--- src/rtl/core/vector_distance_engine_defines.svh ---
// Assertion macros for the vector distance engine.
// Used by the front, job queue and back modules; expects clk and rst_n in scope.
`ifndef VECTOR_DISTANCE_ENGINE_DEFINES_SVH
`define VECTOR_DISTANCE_ENGINE_DEFINES_SVH

`ifndef NO_ASSERTIONS

// Same-cycle implication, disabled during reset.
`define VDE_ASSERT(lbl, ante, cons, msg) \
  lbl: assert property (@(posedge clk) disable iff (!rst_n) (ante) |-> (cons)) \
    else $error(msg);

// Next-cycle implication, disabled during reset.
`define VDE_ASSERT_NEXT(lbl, ante, cons, msg) \
  lbl: assert property (@(posedge clk) disable iff (!rst_n) (ante) |=> (cons)) \
    else $error(msg);

`else

`define VDE_ASSERT(lbl, ante, cons, msg)
`define VDE_ASSERT_NEXT(lbl, ante, cons, msg)

`endif

`endif

--- src/rtl/core/vde_pkg.sv ---
// Shared types, widths and helpers for the vector distance engine.
// No dependencies; used by every other file of the block but the assertion-macro header.
`default_nettype none

package vde_pkg;

  localparam int MAX_DIM   = 4096;
  localparam int ELEM_BITS = 16;

  localparam int ELEM_W   = 16;
  localparam int DIFF_D_W = ELEM_W + 1;
  localparam int PROD_W   = 2 * ELEM_W;
  localparam int SQ_W     = 2 * DIFF_D_W;
  localparam int DOT_W    = 44;
  localparam int DIFF_W   = 45;
  localparam int OUT_W    = 44;
  localparam int CNT_W    = $clog2(MAX_DIM + 1);

  // Digit-by-digit root of diff * 2^30
  localparam int Q30_SHIFT  = 30;
  localparam int ROOT_STEPS = 38;
  localparam int ROOT_W     = ROOT_STEPS;
  localparam int REM_W      = ROOT_W + 3;
  localparam int OPND_W     = 2 * ROOT_STEPS;
  localparam int STEP_W     = $clog2(ROOT_STEPS);
  localparam logic [Q30_SHIFT:0] Q30_ONE = (Q30_SHIFT + 1)'(1) << Q30_SHIFT;

  localparam int JOBQ_DEPTH = 2;
  localparam int JOBQ_AW    = $clog2(JOBQ_DEPTH);
  localparam int JOBQ_CW    = $clog2(JOBQ_DEPTH + 1);

  // Configuration port
  localparam int CFG_ADDR_W = 3;
  localparam int CFG_IDX_W  = CFG_ADDR_W - 2;
  localparam int CFG_DATA_W = 32;
  localparam logic [CFG_IDX_W-1:0] REG_METRIC = CFG_IDX_W'(0);

  typedef enum logic [1:0] {
    METRIC_COSINE = 2'd0,
    METRIC_EUCLID = 2'd1,
    METRIC_DOT    = 2'd2
  } metric_t;

  typedef enum logic [1:0] {
    BK_IDLE,
    BK_ROOT,
    BK_EMIT
  } bk_state_t;

  typedef struct packed {
    logic signed [DOT_W-1:0] dot;
    logic [DIFF_W-1:0]       diff;
    logic                    too_long;
  } job_t;

  // Keep the low ELEM_BITS bits, sign-extend and scale back to Q1.15.
  function automatic logic signed [ELEM_W-1:0] load_elem(input logic [ELEM_W-1:0] raw);
    logic signed [ELEM_W-1:0] v;
    v = ELEM_W'($signed(raw[ELEM_BITS-1:0]));
    return v <<< (ELEM_W - ELEM_BITS);
  endfunction

endpackage

`default_nettype wire

--- src/rtl/core/vde_if.sv ---
// Valid/ready channel interfaces for element pairs and distance results.
// Widths come from vde_pkg.
`default_nettype none


interface vde_out_if;
  logic                                 valid;
  logic                                 ready;
  logic signed [vde_pkg::OUT_W-1:0]     distance_value;
  logic                                 too_long;

  modport source (output valid, distance_value, too_long, input ready);
  modport sink   (input valid, distance_value, too_long, output ready);
endinterface

`default_nettype wire

--- src/rtl/core/vde_back.sv ---
// Back end: applies the metric to a job, runs the iterative square root for the
// euclidean metric, and holds the result in the output register. Depends on vde_pkg, vde_if.
`default_nettype none
`include "vector_distance_engine_defines.svh"

module vde_back (
  input  wire logic             clk,
  input  wire logic             rst_n,
  input  wire vde_pkg::metric_t metric,
  input  wire vde_pkg::job_t    job,
  input  wire logic             job_empty,
  output logic                  job_pop,
  vde_out_if.source             out_ch
);

  vde_pkg::bk_state_t                st_r, st_nxt;
  logic signed [vde_pkg::OUT_W-1:0]  res_r, res_nxt;
  logic                              tl_r, tl_nxt;
  logic [vde_pkg::OPND_W-1:0]        op_r, op_nxt;
  logic [vde_pkg::ROOT_W-1:0]        root_r, root_nxt;
  logic [vde_pkg::REM_W-1:0]         rem_r, rem_nxt;
  logic [vde_pkg::STEP_W-1:0]        step_r, step_nxt;
  logic                              out_v_r, out_v_nxt;
  logic signed [vde_pkg::OUT_W-1:0]  dist_r, dist_nxt;
  logic                              out_tl_r, out_tl_nxt;

  logic [vde_pkg::REM_W-1:0]         rem_sh, trial;
  logic                              slot_free;

  function automatic logic signed [vde_pkg::OUT_W-1:0] sat_out(
      input logic signed [vde_pkg::OUT_W:0] v);
    logic signed [vde_pkg::OUT_W-1:0] r;
    if (v[vde_pkg::OUT_W] != v[vde_pkg::OUT_W-1]) begin
      r = v[vde_pkg::OUT_W] ? {1'b1, {(vde_pkg::OUT_W-1){1'b0}}}
                            : {1'b0, {(vde_pkg::OUT_W-1){1'b1}}};
    end else begin
      r = v[vde_pkg::OUT_W-1:0];
    end
    return r;
  endfunction

  assign slot_free = !out_v_r || out_ch.ready;

  always_comb begin
    st_nxt     = st_r;
    res_nxt    = res_r;
    tl_nxt     = tl_r;
    op_nxt     = op_r;
    root_nxt   = root_r;
    rem_nxt    = rem_r;
    step_nxt   = step_r;
    out_v_nxt  = out_v_r;
    dist_nxt   = dist_r;
    out_tl_nxt = out_tl_r;
    job_pop    = 1'b0;

    rem_sh = {rem_r[vde_pkg::REM_W-3:0], op_r[vde_pkg::OPND_W-1 -: 2]};
    trial  = vde_pkg::REM_W'({root_r, 2'b01});

    // Drop the result once taken.
    if (out_v_r && out_ch.ready) begin
      out_v_nxt = 1'b0;
    end

    unique case (st_r)
      vde_pkg::BK_IDLE: begin
        if (!job_empty) begin
          job_pop = 1'b1;
          tl_nxt  = job.too_long;
          st_nxt  = vde_pkg::BK_EMIT;
          unique case (metric)
            vde_pkg::METRIC_COSINE:
              res_nxt = sat_out((vde_pkg::OUT_W + 1)'(vde_pkg::Q30_ONE)
                                - (vde_pkg::OUT_W + 1)'(job.dot));
            vde_pkg::METRIC_EUCLID: begin
              op_nxt   = vde_pkg::OPND_W'({job.diff, {vde_pkg::Q30_SHIFT{1'b0}}});
              root_nxt = '0;
              rem_nxt  = '0;
              step_nxt = vde_pkg::STEP_W'(vde_pkg::ROOT_STEPS - 1);
              st_nxt   = vde_pkg::BK_ROOT;
            end
            vde_pkg::METRIC_DOT:
              res_nxt = sat_out((vde_pkg::OUT_W + 1)'(0)
                                - (vde_pkg::OUT_W + 1)'(job.dot));
            default:
              res_nxt = '0;
          endcase
        end
      end
      vde_pkg::BK_ROOT: begin
        // One result bit per cycle.
        if (rem_sh >= trial) begin
          rem_nxt  = rem_sh - trial;
          root_nxt = {root_r[vde_pkg::ROOT_W-2:0], 1'b1};
        end else begin
          rem_nxt  = rem_sh;
          root_nxt = {root_r[vde_pkg::ROOT_W-2:0], 1'b0};
        end
        op_nxt = op_r << 2;
        if (step_r == '0) begin
          res_nxt = vde_pkg::OUT_W'(root_nxt);
          st_nxt  = vde_pkg::BK_EMIT;
        end else begin
          step_nxt = step_r - vde_pkg::STEP_W'(1);
        end
      end
      vde_pkg::BK_EMIT: begin
        if (slot_free) begin
          out_v_nxt  = 1'b1;
          dist_nxt   = res_r;
          out_tl_nxt = tl_r;
          st_nxt     = vde_pkg::BK_IDLE;
        end
      end
      default: st_nxt = vde_pkg::BK_IDLE;
    endcase
  end

  always_ff @(posedge clk) begin
    if (!rst_n) begin
      st_r    <= vde_pkg::BK_IDLE;
      out_v_r <= 1'b0;
    end else begin
      st_r    <= st_nxt;
      out_v_r <= out_v_nxt;
    end
  end

  always_ff @(posedge clk) begin
    res_r    <= res_nxt;
    tl_r     <= tl_nxt;
    op_r     <= op_nxt;
    root_r   <= root_nxt;
    rem_r    <= rem_nxt;
    step_r   <= step_nxt;
    dist_r   <= dist_nxt;
    out_tl_r <= out_tl_nxt;
  end

  assign out_ch.valid          = out_v_r;
  assign out_ch.distance_value = dist_r;
  assign out_ch.too_long       = out_tl_r;

  `VDE_ASSERT_NEXT(a_root_done, (st_r == vde_pkg::BK_ROOT) && (step_r == '0), st_r == vde_pkg::BK_EMIT, "root did not finish on last step")

endmodule

`default_nettype wire

--- src/flat_wrapper.sv ---
// flat-port wrapper written by rule: the top's interface ports become plain ports
module vde_back_flat 
  (clk, rst_n, metric, job, job_empty, job_pop, out_ch_valid, out_ch_distance_value, out_ch_too_long, out_ch_ready);
  vde_out_if out_ch_i ();
  input  wire logic clk;
  input  wire logic rst_n;
  input  wire vde_pkg::metric_t metric;
  input  wire vde_pkg::job_t job;
  input  wire logic job_empty;
  output logic job_pop;
  output wire logic [$bits(out_ch_i.valid)-1:0] out_ch_valid;
  output wire logic [$bits(out_ch_i.distance_value)-1:0] out_ch_distance_value;
  output wire logic [$bits(out_ch_i.too_long)-1:0] out_ch_too_long;
  input wire logic [$bits(out_ch_i.ready)-1:0] out_ch_ready;
  assign out_ch_valid = out_ch_i.valid;
  assign out_ch_distance_value = out_ch_i.distance_value;
  assign out_ch_too_long = out_ch_i.too_long;
  assign out_ch_i.ready = out_ch_ready;
  vde_back u_core (.clk(clk), .rst_n(rst_n), .metric(metric), .job(job), .job_empty(job_empty), .job_pop(job_pop), .out_ch(out_ch_i));
endmodule
--- config.mk ---
export PLATFORM = sky130hd
export DESIGN_NAME = vde_back_flat
export DESIGN_NICKNAME = d
export VERILOG_FILES = /design/src/rtl/core/vde_pkg.sv /design/src/rtl/core/vde_if.sv /design/src/rtl/core/vde_back.sv /design/src/flat_wrapper.sv
export VERILOG_INCLUDE_DIRS = /design/src /design/src/rtl/core
export SDC_FILE = /design/constraint.sdc
export NUM_CORES = 1
export LEC_CHECK = 0
export BUFFER_PORTS_ARGS = -buffer_cell sky130_fd_sc_hd__buf_2
export CAP_MARGIN = 5
export CORE_ASPECT_RATIO = 0.7
export CORE_MARGIN = 2
export CORE_UTILIZATION = 46
export DETAILED_ROUTE_END_ITERATION = 7
export GPL_ROUTABILITY_DRIVEN = 0
export HOLD_SLACK_MARGIN = 0.12
export PLACE_DENSITY = 0.65
export SETUP_SLACK_MARGIN = 0.05
export SYNTH_ARGS = -nofsm -noshare
export SYNTH_HDL_FRONTEND = slang
export SYNTH_SLANG_ARGS = --single-unit
--- constraint.sdc ---
create_clock -name clk -period 8.9 [get_ports clk]
set_input_delay 0.89 -clock clk [delete_from_list [all_inputs] [get_ports clk]]
set_output_delay 0.89 -clock clk [all_outputs]
set_load 0.01 [all_outputs]
=== Word-level counts from Yosys, hierarchy flattened ===
Cells that the tools add are included.

* Eq/ne operators: 12
* Magnitude comparators: 1
* Add/subtract/negate cells: 4
* Bitwise operators: 1
* Reductions and logical operators: 13
* Multiplexer cells: 33

{| class="wikitable"
|+ Operators by type and width
! kind !! count
|-
| $mux 44 || 6
|-
| $mux 76 || 2
|-
| $pmux 76 s2 || 1
|-
| $pmux 44 s3 || 1
|-
| $mux 39 || 3
|-
| $pmux 44 s2 || 1
|-
| $pmux 39 s2 || 1
|-
| $mux 38 || 2
|-
| $pmux 38 s2 || 1
|-
| $sub 1x44->45 const A || 1
|-
| $sub 32x44->45 const A || 1
|-
| $ge 41x40->1 || 1
|-
| $sub 39x39->39 || 1
|-
| $mux 6 || 3
|-
| $pmux 6 s2 || 1
|-
| $mux 2 || 4
|-
| $ne 2x2->1 const B || 4
|-
| $reduce_and 4->1 || 2
|-
| $logic_not 6->1 || 1
|-
| $mux 1 || 6
|-
| $pmux 2 s3 || 1
|-
| $reduce_and 3->1 || 2
|-
| $sub 6x1->6 const B || 1
|-
| $eq 2x1->1 const B || 2
|-
| 10 further kinds || 15
|}

* Word-level logic and storage cells: 74
* Bits in registers: 252

=== Longest topological paths before layout ===
Gate-level depths: netlist of the first run.

* Word-level depth: 6
* Depth in mapped cells: 13

=== Worst setup path after synthesis of the first run ===
OpenSTA, ideal clock, no wires.

* Kind: input -> register
* From: input port metric[1]
* To: register u_core.step_r[0] (netlist bit) (enable)
* Arrival time: 7.088 ns
* Required time: 8.573 ns
* Stages: 6
* Slack: 1.484 ns
* Buffers on the path: 0
* Cells stage by stage: inv_1 > nand2_1 > nor2_1 > nor2_1 > nor2_1 > and2_1

* Cells in the longest elaborated chain, start to end: 3

{| class="wikitable"
|+ Ends and longest elaborated chain
! item !! line !! text
|-
| start: declaration || flat_wrapper.sv:7 || <nowiki>input wire vde_pkg::metric_t metric;</nowiki>
|-
| $eq 2x1->1 || vde_back.sv:71 || <nowiki>unique case (metric)</nowiki>
|-
| $ne 2x2->1 (no line) || - ||
|-
| $reduce_and 4->1 (no line) || - ||
|-
| end signal: assignment || vde_back.sv:135 || <nowiki>step_r <= step_nxt;</nowiki>
|-
| end: declaration || vde_back.sv:22 || <nowiki>logic [vde_pkg::STEP_W-1:0] step_r, step_nxt;</nowiki>
|}

Every way passes these cells.
A chain may end at the register's enable or synchronous reset.

=== Worst setup path after layout of the first run ===
* From: input port job[46] (netlist bit)
* To: register u_core.res_r[12] (netlist bit) (data pin)

* Cells in the longest elaborated chain, start to end: 6
* Elaborated cells between the ends (all ways): 11
* Those cells by class: add/sub (2); eq/ne (2); mux (7)

{| class="wikitable"
|+ Ends and longest elaborated chain
! item !! line !! text
|-
| start: declaration || flat_wrapper.sv:8 || <nowiki>input wire vde_pkg::job_t job;</nowiki>
|-
| $sub 1x44->45 or $sub 32x44->45 (tied branches) || vde_back.sv:84, vde_back.sv:74 ||
|-
| $mux 44 or $ne 1x1->1 (tied branches) || vde_back.sv:34, vde_back.sv:33 ||
|-
| $mux 44 || vde_back.sv:33 || <nowiki>if (v[vde_pkg::OUT_W] != v[vde_pkg::OUT_W-1]) begin</nowiki>
|-
| $pmux 44 s3 (*) || vde_back.sv:71 ||
|-
| $mux 44 (*) || vde_back.sv:67 || <nowiki>if (!job_empty) begin</nowiki>
|-
| $pmux 44 s2 (*) || vde_back.sv:65 || <nowiki>unique case (st_r)</nowiki>
|-
| named net u_core.res_nxt (one bit) || vde_back.sv:17 || <nowiki>logic signed [vde_pkg::OUT_W-1:0] res_r, res_nxt;</nowiki>
|-
| end signal: assignment || vde_back.sv:130 || <nowiki>res_r <= res_nxt;</nowiki>
|-
| end: declaration || vde_back.sv:17 ||
|}

Mark *: on every way through the listed nets, which the timed path passes. The rest lies on a longest branch. The select of a mux whose other input is x is not followed.

==> parameters.txt, run 1 <==
Parameter                              Value

Floorplanning
  Top-level I/O count    143
  Row count    50
  Core region area    roughly 27,000 um2
  Initial Utilization    0.472
  Floorplan die area    29,000 um2
  Die width    ~200 um
  Die extent in y    between 100 and 150 um

Route
  Final routed DRC violation total    0
  Post-detailed-routing wire length    between 30 and 40 mm
  Vias per cell    between 5 and 6
  Total number of vias    10,105
  Number of detailed-route iterations in the first pass    5
  Post-detailed-route wirelength per cell    18.4 um
  Detail Route Antenna Nets    0
  Iter 0 DRT Violations    around 1,100

Critical path
  Longest individual stage delay on the worst path    ~0.80 ns
  Type of the worst setup path    in -> reg
  CP max FO    23
  Worst setup SP type    primary input
  Cell with the largest stage delay on the worst path    sky130_fd_sc_hd__a211oi_2
  Cell type group with the largest total delay on the critical path    compound AO/OA/AOI/OAI gates
  Crit path required time    between 9 and 10 ns
  CP endpoint kind    flip-flop
  Arrival time at the worst endpoint    ~4.4 ns
  Number of buffers and inverters on the critical path    2
  Worst path cell trace    buf_2, inv_1, ha_1, or4b_1, nor3_4, nand2_1, and3_1, a211oi_2, a22oi_2, a21boi_1, o22ai_1

Status
  Result of the run    complete, no violations

Clock network
  Number of buffers inserted by post-CTS setup repair    0
  Post-CTS resize count    0
  Clock latency on the worst-skew pair    0.55 ns
  Number of clock sinks seen by CTS    around 220
  CTS Hold Buffers Added    0
  CTS HTree Levels    1
  Number of buffers on the longest clock path    3
  Clock transition at the registers of the reported paths    about 0.060 ns
  Num CTS Buffers    24
  Clock tree from TritonCTS    yes
  Root Buffer    sky130_fd_sc_hd__clkbuf_16

Layout
  Layout cell share with drive strength beyond 1    0.153
  Most frequent cells in the layout    sky130_fd_sc_hd__edfxtp_1, sky130_fd_sc_hd__nand2_1, sky130_fd_sc_hd__nor2_1, sky130_fd_sc_hd__buf_2, sky130_fd_sc_hd__a21oi_1
  Most frequent standard cell in the layout excluding fill and tap cells    sky130_fd_sc_hd__edfxtp_1
  Final std cells w/o fill    around 1,800
  Layout Nets    1,535
  Layout Utilization    0.539
  Number of antenna repair diodes    0
  Synth-to-Final Area Change    14.1%

Pwr
  Power after layout    approximately 2.6 mW
  Leakage power    roughly 5.7 nW
  Maximum VDD drop    between 0.1 and 0.15 mV
  Power per Cell Area    roughly 180 nW/um2

STA
  Worst Skew    about 0.030 ns
  Unrepaired setup endpoints after global routing    no
  Max-slew headroom at the worst pin    0.266
  Pin slew with the least headroom to its limit    between 1 and 1.5 ns
  Number of setup violations in the final report    0
  Final TNS setup    0 ns
  Fin worst setup slack    ~4.8 ns
  Total count of hold-check failures in the final report    0
  Min Clock Period, post-route    approximately 4 ns
  Final slew viol count    0
  Peak Freq    roughly 250 MHz
  Final clock period utilization by the worst path    0.456

Synthesis
  Synthesized instance count    approximately 1,300
  Post-synthesis net count    between 1,000 and 1,500
  Synthesized cell area    12,700 um2
  Yosys warning total    0
  Count of distinct cell types in the synthesized netlist    between 70 and 80
  Async S/R FF share, synth    0
  Synthesized area divided by synthesized cell count    a little under 10 um2
  Yosys reg bits    between 200 and 250
  Register area share after synthesis    0.523
  Dominant register cell in the synthesized netlist    sky130_fd_sc_hd__edfxtp_1
  Number of synthesized flops with an enable pin    roughly 220

Global routing
  Global-route total usage across every layer    0.221
  Vias in the first global route    just over 9,000
  Maximum number of pins on one net before global-route repair    67
  Global-route wire length before repair    between 50 and 60 mm
  Total global routing overflow    0
  Initial antenna violation count    0

Flow run
  # Max-Cap Violations    0

Placed design
  IO Port Bufs    around 140
  Total placed cells including tap cells    approximately 1,700
  Post-Place Worst Slack    approximately 4.3 ns
  Placed wire-length estimate after detailed placement    around 23 mm

Hold path
  Hold/Removal Path Class    reg -> reg
[power breakdown]
group | leakage (nW) | switching, mW | internal (mW) | total (mW)
combinational | 3.21 | 0.247 | 0.139 | 0.386
clock | 0.385 | 0.426 | 0.582 | 1.01
sequential | 2.09 | 0.0220 | 1.23 | 1.25
[cell families (layout without fill, tap and decap cells)]
kind of cell,count (synthesis),after routing,share of synthesized area
flip-flops,222,222,0.523
adder cells (fa/ha/maj),43,43,0.0424
multiplexers,22,22,0.0173
XOR/XNOR,79,79,0.0545
AND/OR/NAND/NOR,533,533,0.194
AO/OA/AOI/OAI,265,265,0.132
buffers and inverters,119,249,0.0373
[cells in the mapped netlist (all sizes together), types with 17 or more instances]
cell type	instances	area, um2
xnor2	49	429
ha	43	538
nand2	215	807
inv	55	206
edfxtp	219	6580
o21ai	78	390
buf	17	90.1
a21oi	59	295
or2	18	113
nand3	26	135
xor2	30	263
mux2i	22	220
clkbuf	47	176
a31oi	26	163
nor3	32	176
nor2	150	563
[flip-flops by register name, indices dropped and copies added (netlist names)]
signal,cells
u_core.res_r,44
u_core.root_r,38
u_core.out_ch.distance_value,44
u_core.st_r,2
u_core.out_ch.valid,1
u_core.rem_r,39
u_core.op_r,46
u_core.step_r,6
u_core.out_ch.too_long,1
u_core.tl_r,1
[path summary, 6_finish.rpt]
kind              cells after the start                                    endpoint  slack (ns)                             from
hold reg to reg                       0  u_core.out_ch.distance_value[27]$_DFFE_PP_        0.42       u_core.res_r[27]$_DFFE_PP_
setup reg to reg                     11              u_core.rem_r[20]$_SDFFCE_PN0P_        5.04  u_core.root_r[12]$_SDFFCE_PN0P_
setup / recovery                     11                  u_core.res_r[12]$_DFFE_PP_        4.84                          job[46]
hold / removal                        0  u_core.out_ch.distance_value[27]$_DFFE_PP_        0.42       u_core.res_r[27]$_DFFE_PP_
[stage by stage]
stage          instance area (um2)  hold WS [ns]
6_report                     14500         0.415
5_1_grt                      14500         0.423
4_1_cts                      14500         0.416
3_5_place_dp                 13700         0.405
3_3_place_gp                 13700         0.401
2_1_floorplan                12700         0.400
[routing by layer]
metal  global-route usage  vias to the layer above  routed length, um
met4               0.0519                        0                621
li1                     -                     4834                  -
met5                    0                        -                  0
met2                0.310                      397              13400
met3               0.0418                       43               2440
met1                0.347                     4831              16300
[area by class of cell]
class / instances / area [um2]
Inverter: 55 / 206
Clock buffer: 26 / 608
Timing Repair Buffer: 151 / 778
Tap cell: 364 / 455
Multi-Input combinational cell: 942 / 5630
Clock inverter: 17 / 173
Fill cell: 2444 / 12400
Sequential cell: 222 / 6640
No activity file was read; power rests on OpenSTA's default activity.
==> run 2: changes to the inputs <==
Settings changed: ABC_AREA set to 1, PLACE_DENSITY 0.65 to unset.
Clock period 8.9 ns to 4.2 ns, I/O delays scaled along.
==> parameters.txt, run 2 <==
Parameter                              Value

STA
  Final slew viol count    0
  Fin worst setup slack    approximately 1.2 ns
  Final TNS setup    0 ns
  Max-slew headroom at the worst pin    0.335
  Worst Skew    0.0297 ns
  Final clock period utilization by the worst path    0.707
  Pin slew with the least headroom to its limit    approximately 1 ns
  Unrepaired setup endpoints after global routing    no
  Min Clock Period, post-route    ~3.0 ns
  Total count of hold-check failures in the final report    0
  Peak Freq    between 300 and 400 MHz
  Number of setup violations in the final report    0

Layout
  Largest register by flop count    u_core.op_r
  Number of flip-flops under the largest register name    46
  Synth-to-Final Area Change    12.2%
  Most frequent standard cell in the layout excluding fill and tap cells    sky130_fd_sc_hd__nand2_1
  Final std cells w/o fill    2,630
  Number of antenna repair diodes    0
  Layout Nets    2,327
  Most frequent cells in the layout    sky130_fd_sc_hd__nand2_1, sky130_fd_sc_hd__nor2_1, sky130_fd_sc_hd__inv_1, sky130_fd_sc_hd__edfxtp_1, sky130_fd_sc_hd__nand3_1
  Layout Utilization    0.521
  Layout cell share with drive strength beyond 1    0.101

Clock network
  Post-CTS resize count    0
  CTS Hold Buffers Added    2
  CTS HTree Levels    1
  Clock tree from TritonCTS    yes
  Number of buffers inserted by post-CTS setup repair    0
  Clock transition at the registers of the reported paths    roughly 0.06 ns
  Num CTS Buffers    24
  Clock latency on the worst-skew pair    0.55 ns
  Root Buffer    sky130_fd_sc_hd__clkbuf_16
  Number of clock sinks seen by CTS    222
  Number of buffers on the longest clock path    3

Synthesis
  Yosys reg bits    between 200 and 250
  Synthesized cell area    roughly 15,000 um2
  Synthesized area divided by synthesized cell count    a little over 7 um2
  Async S/R FF share, synth    0
  Most area-hungry cell type in the Yosys netlist    sky130_fd_sc_hd__edfxtp_1
  Commonest cells in the netlist    sky130_fd_sc_hd__nand2_1, sky130_fd_sc_hd__nor2_1, sky130_fd_sc_hd__inv_1
  Register area share after synthesis    0.446
  Yosys warning total    0
  Synthesized instance count    about 2,100
  Number of synthesized flops with an enable pin    around 220
  Main area contributors after synthesis    sky130_fd_sc_hd__edfxtp_1, sky130_fd_sc_hd__nand2_1, sky130_fd_sc_hd__nor2_1, sky130_fd_sc_hd__inv_1, sky130_fd_sc_hd__nand3_1
  Count of distinct cell types in the synthesized netlist    40
  Cell with the most instances after synthesis    sky130_fd_sc_hd__nand2_1
  Post-synthesis net count    approximately 2,200
  Share of the synthesized area in the top cell type    0.442
  Dominant register cell in the synthesized netlist    sky130_fd_sc_hd__edfxtp_1

Hold path
  Cell count of the worst hold path    3
  Hold/Removal Path Class    in -> reg
  Startpoint of the worst hold path    job[31]
  WHS Endpoint    u_core.op_r[60]$_DFFE_PP_

Placed design
  Total placed cells including tap cells    about 2,600
  IO Port Bufs    142
  Post-Place Worst Slack    roughly 1.2 ns
  Placed wire-length estimate after detailed placement    approximately 33 mm

Critical path
  Type of the worst setup path    reg -> reg
  Arrival time at the worst endpoint    approximately 3.3 ns
  Crit path required time    between 4 and 5 ns
  Capture instance of the worst register-to-register path    u_core.rem_r[15]$_SDFFCE_PN0P_
  CP endpoint kind    flip-flop
  Cell depth of the worst flop-to-flop path    13
  CP max FO    33
  Register-to-register setup slack    1.23 ns
  Worst setup SP type    flip-flop
  Reg-to-reg critical path startpoint    u_core.rem_r[15]$_SDFFCE_PN0P_

Pwr
  Clock Power Share    0.371
  Maximum VDD drop    around 0.30 mV
  Power after layout    approximately 5.5 mW
  Relative contribution of combinational cells to total power    0.149
  Int Power    around 4.0 mW
  Part of the power in registers    0.479
  Sw Share    0.268
  Switch Pwr    around 1.5 mW
  Power per Cell Area    330 nW/um2
  Leakage power    between 8 and 9 nW

Global routing
  Total global routing overflow    0
  Global-route wire length before repair    around 66 mm
  Initial antenna violation count    0
  Vias in the first global route    between 10,000 and 15,000
  Maximum number of pins on one net before global-route repair    between 100 and 150
  Global-route total usage across every layer    0.248

Route
  Vias per cell    around 5.1
  Post-detailed-route wirelength per cell    approximately 16 um
  Number of detailed-route iterations in the first pass    8
  Post-detailed-routing wire length    42.3 mm
  Detail Route Antenna Nets    0
  Final routed DRC violation total    0
  Total number of vias    around 13,000
  Iter 0 DRT Violations    ~1,400

Floorplanning
  Top-level I/O count    143
  Core region area    between 30,000 and 40,000 um2
  Die width    219 um
  Floorplan die area    about 34,000 um2
  Die extent in y    between 150 and 200 um
  Row count    55
  Initial Utilization    0.464

Status
  Result of the run    complete, no violations

Flow run
  # Max-Cap Violations    0
==> run 2: cell count changes in the layout (fill, tap and decap cells not counted), sizes merged, moves of 11 or more <==
| cell | previous run | this run |
|---|---|---|
| o21ai | 78 | 27 |
| a31oi | 26 | 0 |
| nand2 | 215 | 803 |
| nand2b | 11 | 0 |
| xnor2 | 49 | 23 |
| inv | 55 | 272 |
| or2 | 18 | 2 |
| nor3 | 32 | 13 |
| and3 | 12 | 0 |
| a211oi | 14 | 0 |
| mux2i | 22 | 0 |
| nor2 | 150 | 298 |
| nand3 | 26 | 182 |
==> run 2: area by class of cell <==
| cell class | count | area [um2] |
|---|---|---|
| fill | 3261 | 15400 |
| multi-input combinational | 1515 | 6960 |
| sequential | 222 | 6640 |
| inverter | 272 | 1020 |
| timing repair buffer | 153 | 811 |
| clock buffer | 30 | 623 |
| tap | 427 | 534 |
| clock inverter | 11 | 118 |
==> run 2: logic make-up (layout without fill, tap and decap cells) <==
group,Yosys count,count (layout),synth area share
AO/OA/AOI/OAI,103,103,0.0382
XOR/XNOR,52,52,0.0306
adder cells (fa/ha/maj),43,43,0.0361
buffers and inverters,327,466,0.0889
flip-flops,222,222,0.446
AND/OR/NAND/NOR,1317,1317,0.361
==> run 2: how the worst max path moves through the flow <==
| stage | start | endpoint | slack (ns) | cells after the start |
|---|---|---|---|---|
| 6_report | u_core.rem_r[15]$_SDFFCE_PN0P_ | u_core.rem_r[15]$_SDFFCE_PN0P_ | 1.23 | 13 |
| 2_1_floorplan | job_empty | u_core.step_r[0]$_SDFFCE_PN1P_ | 0.79 | 3 |
| 4_1_cts | u_core.rem_r[16]$_SDFFCE_PN0P_ | u_core.rem_r[15]$_SDFFCE_PN0P_ | 1.26 | 13 |
| 3_3_place_gp | job[46] | u_core.res_r[6]$_DFFE_PP_ | 1.27 | 15 |
| 5_1_grt | u_core.rem_r[16]$_SDFFCE_PN0P_ | u_core.rem_r[8]$_SDFFCE_PN0P_ | 0.96 | 13 |
| 3_5_place_dp | job[46] | u_core.res_r[40]$_SDFFCE_PP0P_ | 1.17 | 13 |
==> run 2: power by group through the flow <==
stage / clock network (mW) / registers [mW] / logic [mW]
6_report: 2.04 / 2.64 / 0.822
5_1_grt: 2.17 / 2.65 / 0.926
4_1_cts: 2.09 / 2.64 / 0.816
3_5_place_dp: 0 / 2.68 / 0.811
3_3_place_gp: 0 / 2.68 / 0.804
2_1_floorplan: 0 / 2.69 / 0.540
==> run 2: critical path, stage by stage (launching register included) <==
cell	delay, ns
sky130_fd_sc_hd__edfxtp_1	0.42
sky130_fd_sc_hd__ha_1	0.37
sky130_fd_sc_hd__nand2_1	0.12
sky130_fd_sc_hd__nor2_1	0.25
sky130_fd_sc_hd__inv_1	0.10
sky130_fd_sc_hd__nor2_1	0.17
sky130_fd_sc_hd__nand2_1	0.08
sky130_fd_sc_hd__nor3_1	0.13
sky130_fd_sc_hd__nand2_1	0.12
sky130_fd_sc_hd__nand4_2	0.31
sky130_fd_sc_hd__buf_4	0.40
sky130_fd_sc_hd__nand2_1	0.11
sky130_fd_sc_hd__nand2_1	0.08
sky130_fd_sc_hd__nor2_1	0.05
==> run 2: routing by layer <==
| layer | part of all wire | wire length (um) | GRT usage |
|---|---|---|---|
| met3 | 0.096 | 4050 | 0.0631 |
| met2 | 0.39 | 16500 | 0.333 |
| met1 | 0.50 | 21100 | 0.399 |
| met5 | 0 | 0 | 0 |
| met4 | 0.016 | 669 | 0.0399 |
==> run 2: through the flow <==
stage	cell area, um2	hold slack [ns]
after floorplan	14900	0.400
after global placement	15900	0.402
after detailed placement	15900	0.405
after CTS	16700	0.125
after global routing	16700	0.135
final	16700	0.141
